===== src/hdl/windowed_power_statistics_defines.svh =====
// ----------------------------------------------------------------------------
// Assertion macros for the windowed power statistics block
// Concurrent checks clocked on clk and switched off while rst_n is low.
// ----------------------------------------------------------------------------
`ifndef WINDOWED_POWER_STATISTICS_DEFINES_SVH
`define WINDOWED_POWER_STATISTICS_DEFINES_SVH

// Check the consequent in the same cycle as the antecedent
`define WPS_ASSERT_SAME(label, ante, cons, msg) \
  label: assert property (@(posedge clk) disable iff (!rst_n) (ante) |-> (cons)) \
    else $error(msg);

// Check the consequent in the cycle after the antecedent
`define WPS_ASSERT_NEXT(label, ante, cons, msg) \
  label: assert property (@(posedge clk) disable iff (!rst_n) (ante) |=> (cons)) \
    else $error(msg);

`endif


===== src/hdl/wpstat_pkg.sv =====
`timescale 1ns / 1ps
// ----------------------------------------------------------------------------
// wpstat_pkg
// Shared widths, reset values, register indexes and lane control type.
// ----------------------------------------------------------------------------
package wpstat_pkg;

  // Raw sample ports and the number of current inputs on the block
  localparam int IN_W                 = 12;
  localparam int INPUT_CHANNELS       = 2;

  // Defaults for the top-level parameters
  localparam int SAMPLE_BITS_DEF      = 12;
  localparam int CURRENT_CHANNELS_DEF = 2;

  // Snapshot field widths
  localparam int COUNT_W              = 16;
  localparam int SUM_W                = 28;
  localparam int SQ_W                 = 40;

  // Configuration port
  localparam int CFG_IDX_W            = 2;
  localparam int CFG_DATA_W           = 16;
  localparam int CHAN_CFG_W           = 2;

  localparam logic [COUNT_W-1:0]    WINDOW_RESET   = COUNT_W'(1000);
  localparam logic [CHAN_CFG_W-1:0] CHANNELS_RESET = CHAN_CFG_W'(1);
  localparam logic                  VOLT_EN_RESET  = 1'b1;

  typedef enum logic [CFG_IDX_W-1:0] {
    REG_WINDOW_LENGTH    = 2'd0,
    REG_CURRENT_CHANNELS = 2'd1,
    REG_VOLTAGE_ENABLED  = 2'd2
  } cfg_reg_t;

  // Per-lane pipeline control
  typedef struct packed {
    logic load;   // capture products of the request in the sample stage
    logic step;   // fold the product stage into the accumulators
    logic en;     // lane enabled for the request in the product stage
    logic wrap;   // window closes with this request: clear afterwards
  } lane_ctl_t;

endpackage


===== src/hdl/windowed_power_statistics.sv =====
`timescale 1ns / 1ps
// ----------------------------------------------------------------------------
// windowed_power_statistics
// Windowed sums, sums of squares and power sums of a voltage channel and
// up to two current channels, emitted as one snapshot per window.
// ----------------------------------------------------------------------------
// Usage:
//   The input channel (in_valid/in_ready) takes one sample set per request:
//   a voltage sample and two current samples. The output channel
//   (out_valid/out_ready) carries one snapshot per completed window: the
//   sample count and every sum, with disabled channels reported as zero.
//   The cfg_ port writes window length, current channel count and voltage
//   enable; write it only while no request is in flight.
//   Throughput: one sample set per cycle unless a held snapshot stalls the
//   input. Each set passes a sample register, a product register (squares
//   and power products) and the accumulators. The snapshot of a window is
//   loaded from the product register as its last sample set leaves it.
//   When the receiver stalls, the pending snapshot is held; sample sets that
//   do not close a window keep flowing, and input stalls only once the next
//   closing set reaches the product register while the snapshot is still held.
//   Reset restores window length 1000, one current channel, voltage enabled,
//   and clears all accumulators and the counter; no clearing pass is needed.
// ----------------------------------------------------------------------------
`include "windowed_power_statistics_defines.svh"

module windowed_power_statistics #(
  parameter int SAMPLE_BITS      = wpstat_pkg::SAMPLE_BITS_DEF,
  parameter int CURRENT_CHANNELS = wpstat_pkg::CURRENT_CHANNELS_DEF
) (
  input  logic                              clk,
  input  logic                              rst_n,
  // configuration
  input  logic                              cfg_we,
  input  logic [wpstat_pkg::CFG_IDX_W-1:0]  cfg_index,
  input  logic [wpstat_pkg::CFG_DATA_W-1:0] cfg_data,
  // sample sets
  input  logic                              in_valid,
  output logic                              in_ready,
  input  logic [wpstat_pkg::IN_W-1:0]       in_voltage_sample,
  input  logic [wpstat_pkg::IN_W-1:0]       in_current_sample_a,
  input  logic [wpstat_pkg::IN_W-1:0]       in_current_sample_b,
  // snapshots
  output logic                              out_valid,
  input  logic                              out_ready,
  output logic [wpstat_pkg::COUNT_W-1:0]    out_sample_count,
  output logic [wpstat_pkg::SUM_W-1:0]      out_voltage_sum,
  output logic [wpstat_pkg::SQ_W-1:0]       out_voltage_sum_sq,
  output logic [wpstat_pkg::SUM_W-1:0]      out_current_a_sum,
  output logic [wpstat_pkg::SQ_W-1:0]       out_current_a_sum_sq,
  output logic [wpstat_pkg::SQ_W-1:0]       out_current_a_power_sum,
  output logic [wpstat_pkg::SUM_W-1:0]      out_current_b_sum,
  output logic [wpstat_pkg::SQ_W-1:0]       out_current_b_sum_sq,
  output logic [wpstat_pkg::SQ_W-1:0]       out_current_b_power_sum
);

  localparam int SW    = (SAMPLE_BITS < wpstat_pkg::IN_W) ? SAMPLE_BITS : wpstat_pkg::IN_W;
  localparam int LANES = (CURRENT_CHANNELS < wpstat_pkg::INPUT_CHANNELS) ?
                         CURRENT_CHANNELS : wpstat_pkg::INPUT_CHANNELS;
  localparam int NCH   = wpstat_pkg::INPUT_CHANNELS;
  localparam int CW    = wpstat_pkg::COUNT_W;
  localparam int SUMW  = wpstat_pkg::SUM_W;
  localparam int SQW   = wpstat_pkg::SQ_W;

  // Configuration registers
  logic [CW-1:0]                       win_r;
  logic [wpstat_pkg::CHAN_CFG_W-1:0]   chan_r;
  logic                                ven_r;

  // Sample stage
  logic                s1_valid_r;
  logic [SW-1:0]       s1_v_r;
  logic [SW-1:0]       s1_c_r [LANES];
  logic [LANES-1:0]    s1_en_r;
  logic                s1_ven_r;
  logic [CW-1:0]       s1_limit_r;

  // Product stage
  logic                s2_valid_r;
  logic [SW-1:0]       s2_v_r;
  logic [2*SW-1:0]     s2_vsq_r;
  logic [LANES-1:0]    s2_en_r;
  logic                s2_ven_r;
  logic [CW-1:0]       s2_limit_r;

  // Accumulators
  logic [CW-1:0]       count_r, count_nxt;
  logic [SUMW-1:0]     vsum_r, vsum_nxt;
  logic [SQW-1:0]      vsq_r, vsq_nxt;

  // Snapshot register
  logic                out_valid_r;
  logic [CW-1:0]       out_count_r;
  logic [SUMW-1:0]     out_vsum_r;
  logic [SQW-1:0]      out_vsq_r;
  logic [SUMW-1:0]     out_sum_r [NCH];
  logic [SQW-1:0]      out_sq_r  [NCH];
  logic [SQW-1:0]      out_pw_r  [NCH];

  // Pipeline control
  logic                in_fire, s1_adv, s2_adv, s2_emit, emit_fire, out_free;
  logic [CW-1:0]       count_sum;
  logic [CW-1:0]       limit_in;
  logic [LANES-1:0]    lane_en_in;
  logic [SUMW-1:0]     vsum_snap;
  logic [SQW-1:0]      vsq_snap;
  logic [wpstat_pkg::IN_W-1:0] in_cur [NCH];
  logic [SUMW-1:0]     lane_sum [NCH];
  logic [SQW-1:0]      lane_sq  [NCH];
  logic [SQW-1:0]      lane_pw  [NCH];

  assign in_cur[0] = in_current_sample_a;
  assign in_cur[1] = in_current_sample_b;

  // Write configuration registers
  always_ff @(posedge clk) begin
    if (!rst_n) begin
      win_r  <= wpstat_pkg::WINDOW_RESET;
      chan_r <= wpstat_pkg::CHANNELS_RESET;
      ven_r  <= wpstat_pkg::VOLT_EN_RESET;
    end else if (cfg_we) begin
      unique case (cfg_index)
        wpstat_pkg::REG_WINDOW_LENGTH:    win_r  <= cfg_data[CW-1:0];
        wpstat_pkg::REG_CURRENT_CHANNELS: chan_r <= cfg_data[wpstat_pkg::CHAN_CFG_W-1:0];
        wpstat_pkg::REG_VOLTAGE_ENABLED:  ven_r  <= cfg_data[0];
        default: ;
      endcase
    end
  end

  // Window of zero behaves as one
  assign limit_in = (win_r == '0) ? CW'(1) : win_r;

  // Handshake: only a window-closing request waits for the snapshot register
  assign count_sum = count_r + CW'(1);
  assign s2_emit   = (count_sum >= s2_limit_r);
  assign out_free  = !out_valid_r || out_ready;
  assign s2_adv    = s2_valid_r && (!s2_emit || out_free);
  assign s1_adv    = s1_valid_r && (!s2_valid_r || s2_adv);
  assign in_ready  = !s1_valid_r || s1_adv;
  assign in_fire   = in_valid && in_ready;
  assign emit_fire = s2_adv && s2_emit;

  // Advance the valid bits
  always_ff @(posedge clk) begin
    if (!rst_n) begin
      s1_valid_r  <= 1'b0;
      s2_valid_r  <= 1'b0;
      out_valid_r <= 1'b0;
    end else begin
      if (in_fire) begin
        s1_valid_r <= 1'b1;
      end else if (s1_adv) begin
        s1_valid_r <= 1'b0;
      end
      if (s1_adv) begin
        s2_valid_r <= 1'b1;
      end else if (s2_adv) begin
        s2_valid_r <= 1'b0;
      end
      if (emit_fire) begin
        out_valid_r <= 1'b1;
      end else if (out_ready) begin
        out_valid_r <= 1'b0;
      end
    end
  end

  // Capture the request with the settings it runs under
  always_ff @(posedge clk) begin
    if (in_fire) begin
      s1_v_r     <= ven_r ? in_voltage_sample[SW-1:0] : '0;
      s1_en_r    <= lane_en_in;
      s1_ven_r   <= ven_r;
      s1_limit_r <= limit_in;
    end
  end

  // Square the voltage sample
  always_ff @(posedge clk) begin
    if (s1_adv) begin
      s2_v_r     <= s1_v_r;
      s2_vsq_r   <= (2*SW)'(s1_v_r) * (2*SW)'(s1_v_r);
      s2_en_r    <= s1_en_r;
      s2_ven_r   <= s1_ven_r;
      s2_limit_r <= s1_limit_r;
    end
  end

  // Accumulate the voltage channel; a disabled channel adds zero
  assign vsum_snap = vsum_r + SUMW'(s2_v_r);
  assign vsq_snap  = vsq_r + SQW'(s2_vsq_r);

  always_comb begin
    count_nxt = count_r;
    vsum_nxt  = vsum_r;
    vsq_nxt   = vsq_r;
    if (s2_adv) begin
      if (s2_emit) begin
        count_nxt = '0;
        vsum_nxt  = '0;
        vsq_nxt   = '0;
      end else begin
        count_nxt = count_sum;
        vsum_nxt  = vsum_snap;
        vsq_nxt   = vsq_snap;
      end
    end
  end

  always_ff @(posedge clk) begin
    if (!rst_n) begin
      count_r <= '0;
      vsum_r  <= '0;
      vsq_r   <= '0;
    end else begin
      count_r <= count_nxt;
      vsum_r  <= vsum_nxt;
      vsq_r   <= vsq_nxt;
    end
  end

  // Current channel lanes; channels beyond the lane count report zero
  for (genvar i = 0; i < NCH; i++) begin : g_chan
    if (i < LANES) begin : g_lane
      wpstat_pkg::lane_ctl_t ctl;
      logic [SUMW-1:0]       snap_sum;
      logic [SQW-1:0]        snap_sq;
      logic [SQW-1:0]        snap_pw;

      assign lane_en_in[i] = (chan_r > wpstat_pkg::CHAN_CFG_W'(i));

      always_ff @(posedge clk) begin
        if (in_fire) begin
          s1_c_r[i] <= in_cur[i][SW-1:0];
        end
      end

      assign ctl.load = s1_adv;
      assign ctl.step = s2_adv;
      assign ctl.en   = s2_en_r[i];
      assign ctl.wrap = s2_emit;

      wpstat_lane #(
        .SW (SW)
      ) u_lane (
        .clk         (clk),
        .rst_n       (rst_n),
        .ctl         (ctl),
        .cur_sample  (s1_c_r[i]),
        .volt_sample (s1_v_r),
        .snap_sum    (snap_sum),
        .snap_sq     (snap_sq),
        .snap_pw     (snap_pw)
      );

      assign lane_sum[i] = s2_en_r[i] ? snap_sum : '0;
      assign lane_sq[i]  = s2_en_r[i] ? snap_sq  : '0;
      assign lane_pw[i]  = (s2_en_r[i] && s2_ven_r) ? snap_pw : '0;
    end else begin : g_none
      assign lane_sum[i] = '0;
      assign lane_sq[i]  = '0;
      assign lane_pw[i]  = '0;
    end
  end

  // Load the snapshot when the window closes
  always_ff @(posedge clk) begin
    if (emit_fire) begin
      out_count_r <= count_sum;
      out_vsum_r  <= s2_ven_r ? vsum_snap : '0;
      out_vsq_r   <= s2_ven_r ? vsq_snap  : '0;
      for (int k = 0; k < NCH; k++) begin
        out_sum_r[k] <= lane_sum[k];
        out_sq_r[k]  <= lane_sq[k];
        out_pw_r[k]  <= lane_pw[k];
      end
    end
  end

  assign out_valid               = out_valid_r;
  assign out_sample_count        = out_count_r;
  assign out_voltage_sum         = out_vsum_r;
  assign out_voltage_sum_sq      = out_vsq_r;
  assign out_current_a_sum       = out_sum_r[0];
  assign out_current_a_sum_sq    = out_sq_r[0];
  assign out_current_a_power_sum = out_pw_r[0];
  assign out_current_b_sum       = out_sum_r[1];
  assign out_current_b_sum_sq    = out_sq_r[1];
  assign out_current_b_power_sum = out_pw_r[1];

  // Checks
  `WPS_ASSERT_SAME(a_snapshot_count_nonzero, out_valid_r, out_count_r != '0,
                   "snapshot carries a zero sample count")
  `WPS_ASSERT_NEXT(a_counter_cleared, emit_fire, count_r == '0,
                   "counter not cleared after a snapshot")
  `WPS_ASSERT_NEXT(a_counter_counts, s2_adv && !s2_emit, count_r != '0,
                   "counter empty after a request inside the window")
  `WPS_ASSERT_SAME(a_snapshot_from_close, $rose(out_valid_r), $past(emit_fire),
                   "snapshot appeared without a closing request")

endmodule


===== src/hdl/wpstat_lane.sv =====
`timescale 1ns / 1ps
// ----------------------------------------------------------------------------
// wpstat_lane
// One current channel: registered sample, square and power product, then
// the running sum, sum of squares and power sum for the window.
// ----------------------------------------------------------------------------
module wpstat_lane #(
  parameter int SW = wpstat_pkg::SAMPLE_BITS_DEF
) (
  input  logic                         clk,
  input  logic                         rst_n,
  input  wpstat_pkg::lane_ctl_t        ctl,
  input  logic [SW-1:0]                cur_sample,
  input  logic [SW-1:0]                volt_sample,
  output logic [wpstat_pkg::SUM_W-1:0] snap_sum,
  output logic [wpstat_pkg::SQ_W-1:0]  snap_sq,
  output logic [wpstat_pkg::SQ_W-1:0]  snap_pw
);

  logic [SW-1:0]                c_r;
  logic [2*SW-1:0]              sq_r;
  logic [2*SW-1:0]              pw_r;
  logic [wpstat_pkg::SUM_W-1:0] sum_r, sum_nxt;
  logic [wpstat_pkg::SQ_W-1:0]  sqacc_r, sqacc_nxt;
  logic [wpstat_pkg::SQ_W-1:0]  pwacc_r, pwacc_nxt;

  // Product stage: square and current times voltage
  always_ff @(posedge clk) begin
    if (ctl.load) begin
      c_r  <= cur_sample;
      sq_r <= (2*SW)'(cur_sample) * (2*SW)'(cur_sample);
      pw_r <= (2*SW)'(cur_sample) * (2*SW)'(volt_sample);
    end
  end

  // Sums including the request in the product stage
  assign snap_sum = sum_r + wpstat_pkg::SUM_W'(c_r);
  assign snap_sq  = sqacc_r + wpstat_pkg::SQ_W'(sq_r);
  assign snap_pw  = pwacc_r + wpstat_pkg::SQ_W'(pw_r);

  // Accumulate when enabled, clear when the window closes
  always_comb begin
    sum_nxt   = sum_r;
    sqacc_nxt = sqacc_r;
    pwacc_nxt = pwacc_r;
    if (ctl.step) begin
      if (ctl.wrap) begin
        sum_nxt   = '0;
        sqacc_nxt = '0;
        pwacc_nxt = '0;
      end else if (ctl.en) begin
        sum_nxt   = snap_sum;
        sqacc_nxt = snap_sq;
        pwacc_nxt = snap_pw;
      end
    end
  end

  always_ff @(posedge clk) begin
    if (!rst_n) begin
      sum_r   <= '0;
      sqacc_r <= '0;
      pwacc_r <= '0;
    end else begin
      sum_r   <= sum_nxt;
      sqacc_r <= sqacc_nxt;
      pwacc_r <= pwacc_nxt;
    end
  end

endmodule

===== config.mk =====
export PLATFORM = sky130hd
export DESIGN_NAME = windowed_power_statistics
export DESIGN_NICKNAME = d
export VERILOG_FILES = /design/src/hdl/wpstat_pkg.sv /design/src/hdl/windowed_power_statistics.sv /design/src/hdl/wpstat_lane.sv
export VERILOG_INCLUDE_DIRS = /design/src /design/src/hdl
export SDC_FILE = /design/constraint.sdc
export NUM_CORES = 2
export LEC_CHECK = 0
export BUFFER_PORTS_ARGS = -buffer_cell sky130_fd_sc_hd__buf_4
export CORE_MARGIN = 5
export CORE_UTILIZATION = 45
export DETAILED_ROUTE_END_ITERATION = 12
export GPL_ROUTABILITY_DRIVEN = 0
export GPL_TIMING_DRIVEN = 0
export PLACE_DENSITY = 0.74
export SLEW_MARGIN = 10
export SYNTH_ARGS = -nofsm -noshare
export SYNTH_HDL_FRONTEND = slang
export SYNTH_HIERARCHICAL = 1
export SYNTH_SLANG_ARGS = --single-unit

===== constraint.sdc =====
create_clock -name clk -period 29.9 [get_ports clk]
set_input_delay 1.495 -clock clk [delete_from_list [all_inputs] [get_ports clk]]
set_output_delay 1.495 -clock clk [all_outputs]
set_load 0.1 [all_outputs]

==> reports/metrics.sh <==
OUTCOME='completed'
FILLER_CELL_COUNT=12382
MAPPEDNETLISTAREA_UM2=62910
SYN-NUM-NETS=7366
CRITICAL_PATH_CLASS='register to register'
CORE_AREA_UM2=139200
HOLD_PATH_STARTPOINT='s1_limit_r[4]'
AVGVIACOUNTPERCELL=5.602
WORST-PATH-MAX-FANOUT=11
CLOCK_TREE.BUFFER_DEPTH=3
CRITICAL_PATH.CELL_CHAIN='clkbuf_1, and2_1, inv_1, fa_1, inv_1, fa_1, fa_1, fa_1, inv_1, fa_1, inv_1, ha_1, nand2_1, o31a_1, a311oi_1, o211ai_1, a31oi_1, a21o_1, a21oi_1, xnor2_1'
GRT_ANTENNA_BEFORE_REPAIR=6
DRT_ITER0_MARKERS=4605
TIMING.MAX_CAP.VIOLATIONS=0
DIE_AREA_UM2=147400
POST-ROUTE-WORST-SETUP-SLACK_NS=22.94
ROUTED_WIRELENGTH_MM=175.9
CTS_INSERTED_BUFFERS=92
H-TREE-DEPTH=3
CRITICAL_PATH.REG2REG.ENDPOINT='s2_vsq_r[23]'
GRT_PASS1_VIAS=48915
SYNTH_CELLS=6387
YOSYS-TOP-CELLS-AREA='edfxtp_1, fa_1, dfxtp_1, ha_1, and2_1'
WORST_R2R_START='s1_v_r[1]'
FINAL_NET_COUNT=7834
FP-ROW-COUNT=137
FINALCOREUTILIZATION=0.5144
PIN_COUNT=361
STARTING_DENSITY_OF_THE_CORE=0.4519
CRIT_PATH_START_KIND='register'
CRITICAL_PATH_END_TYPE='register'
SETUP_VIOL=0
CRITICAL_PATH.MOST_COMMON_CELL='fa_1'
GROUTE.USAGE.OVERALL=0.2320
DP_HPWL_MM=135.3
FINAL_CELL_AREA_UM2=71600
DRT_PRE_ANTENNA_ITERS=6
MIN_DELAY_WORST_ENDPOINT='s2_limit_r[4]'
SETUP_REPAIR_AFTER_GLOBAL_ROUTING_MISSED_ITS_MARGIN='false'
SYNTH.MOST_COMMON_CELL='inv_1'
POST_DRT_WL_PER_CELL_UM=19.96
CP_SLOWEST_STAGE_DELAY_NS=0.99
MAXIMUM_NUMBER_OF_PINS_ON_ONE_NET_BEFORE_GLOBAL_ROUTE_REPAIR=66
SYNTH_ENABLE_FLOP_CELLS=524
DIE_H_UM=383.9
COMMONEST_CELLS_POST_SYNTH='inv_1, edfxtp_1, and2_1, nand2_1, ha_1'
WIRE_LENGTH_OF_THE_FIRST_GLOBAL_ROUTING_PASS_MM=271.6
YS.WARNINGS.COUNT=6
MIN_PERIOD_NS=6.961
GRT.OVERFLOW.TOTAL=0
FINAL_MIN_PERIOD_OVER_CLOCK_PERIOD=0.2328
SYNTH_FF_TYPE='edfxtp_1'
SYNTH_SEQ_CELLS=846
MAXSLEWVIOLCOUNT=0
MAX_SLEW.WORST_PIN.SLEW_NS=1.362
CTS.CLK_SLEW.WORST_PATHS_NS=0.06
ROUTE.VIAS.TOTAL=49372
DETAILEDPLACE.WORSTSLACK_NS=23.04
POWERDENSITY_nW_PER_UM2=82.62
CLOCK-SINKS=846
REG2REG_SETUP_SLACK_NS=22.94
CP.REQUIRED_NS=30.33
FINAL.SETUP_SKEW_NS=0.05574
SYNTHESIS_TO_FINISH_AREA_GROWTH_PCT=13.82
WORST_SKEW_LATE_LATENCY_NS=0.70
MAX_FREQ_MHz=143.7
HP-CLASS='register to register'
DRIVE_ABOVE_1_SHARE=0.09374
SETUP_TNS_NS=0
YOSYSTOPAREACELL='edfxtp_1'
POWER_LEAKAGE_nW=31.19
WORSTPATHARRIVAL_NS=7.40
PLACEDINSTANCEAREA_UM2=68300
HORIZONTAL_EXTENT_OF_THE_DIE_UM=383.9
DRTANTENNAVIOLNETS=0
CTS_TREE='done'
POST-SYNTH-TOP-AREA-FRACTION=0.2501
CRIT_SLOWEST_CELL='edfxtp_1'
YOSYSSEQAREASHARE=0.3526
POWER.TOTAL_mW=5.916
POSTCTSHOLDBUFS=0
REG2REG_DEPTH=20
SLEW-LIMIT-HEADROOM=0.09189
IO_BUFFER_COUNT=360
IRDROPWORSTVDD_uV=83.17
AVGSYNTHCELLAREA_UM2=9.849
NETLIST-CELL-TYPE-COUNT=112
POST-ROUTE-DRC-COUNT=0
CLK_ROOT_BUFFER_CELL='clkbuf_16'
ASYNC_FLOP_SHARE=0
DEPTH_OF_THE_WORST_HOLD_TIMING_PATH=0
FINAL_HOLD_VIOL_COUNT=0
POST_CTS_BUFFERS=0
POST_CTS_RESIZE_COUNT=0
[report_power, final]
group	leakage [nW]	switching, mW	total [mW]	internal [mW]
clock network	1.59	0.506	1.24	0.731
logic	22.2	1.82	3.13	1.31
registers	7.35	0.0626	1.55	1.48
total	31.2	2.39	5.92	3.52
[stage by stage]
stage | hold WS, ns | instances
floorplan | 0.4003 | 6387
global route | 0.4230 | 8810
CTS | 0.4099 | 8810
detailed placement | 0.4045 | 8637
global placement | 0.4004 | 8623
finish | 0.4200 | 8813
[layout by cell type, fill, tap and decap left out, types with 29 or more instances in the layout]
cell type    n
a21o_1      82
a21oi_1    313
a22oi_1    112
a31oi_1     62
and2_1     488
and3_1     160
buf_4      363
clkbuf_1   292
clkbuf_16   96
dfxtp_1    322
edfxtp_1   524
fa_1       446
ha_1       474
inv_1      785
nand2_1    486
nand3_1    147
nand4_1     45
nor2_1     327
nor2b_1     39
nor3_1      72
o211ai_1    52
o21a_1      55
o21ai_0    130
o21ai_1     29
or3_1       69
xnor2_1    247
xor2_1     125
[state kept, by name, summed over array words and instances, names as in the netlist, 28 cells and up]
register,flops
g_chan.g_lane.u_lane/pw_r,48
g_chan.g_lane.u_lane/pwacc_r,80
g_chan.g_lane.u_lane/sq_r,44
g_chan.g_lane.u_lane/sqacc_r,80
g_chan.g_lane.u_lane/sum_r,56
out_pw_r,80
out_sq_r,80
out_sum_r,56
out_voltage_sum,28
out_voltage_sum_sq,40
vsq_r,40
vsum_r,28
[cells by family after synthesis]
group           after synthesis  synth area share
compound gates             1143            0.1264
xor+xnor                    372           0.05179
fa+ha+maj                   920            0.2362
buf+inv                    1105           0.06699
flops                       846            0.3526
mux                          13          0.002148
simple gates               1988            0.1638
[routing by layer]
metal | share of wire | vias up | GRT usage | wire length (um)
met1 | 0.42 | 24119 | 0.3072 | 73330
met2 | 0.46 | 2085 | 0.3748 | 80570
li1 | - | 22782 | - | -
met4 | 0.045 | 0 | 0.1011 | 7916
met5 | 0 | - | 0 | 0
met3 | 0.080 | 386 | 0.04132 | 14070
[critical path: cells and delay by family, from the launching register on]
family	cells	cell delay, ns
xor gates and xnor gates	1	0.12
adders and majority gates	6	2.99
buffers and inverters	5	0.69
and+or+nand+nor	2	0.34
AOI/OAI and AO/OA	6	1.54
DFF	1	0.99
[worst max path at each step]
stage	endpoint	slack, ns	startpoint	cells past startpoint
after detailed placement	s2_vsq_r[23]	23.04	s1_v_r[1]	20
after floorplan	g_chan[0].g_lane.u_lane/c_r[0]	18.70	count_r[0]	14
final	s2_vsq_r[23]	22.94	s1_v_r[1]	20
after global placement	g_chan[0].g_lane.u_lane/c_r[0]	13.53	count_r[0]	14
after CTS	in_ready	22.96	count_r[0]	15
after global routing	s2_vsq_r[23]	22.55	s1_v_r[1]	20
[final cells by class]
| type | count | area (um2) | share of cell area |
|---|---|---|---|
| buffer | 317 | 1256 | 0.01755 |
| timing repair buffer | 374 | 3028 | 0.04229 |
| multi-input combinational | 4436 | 36530 | 0.5102 |
| antenna | 3 | 7.507 | 0.0001049 |
| clock inverter | 60 | 762.0 | 0.01064 |
| sequential | 846 | 22180 | 0.3098 |
| inverter | 788 | 2958 | 0.04131 |
| clock buffer | 113 | 2530 | 0.03534 |
| tap | 1876 | 2347 | 0.03278 |
No activity file was read; power rests on OpenSTA's default activity.
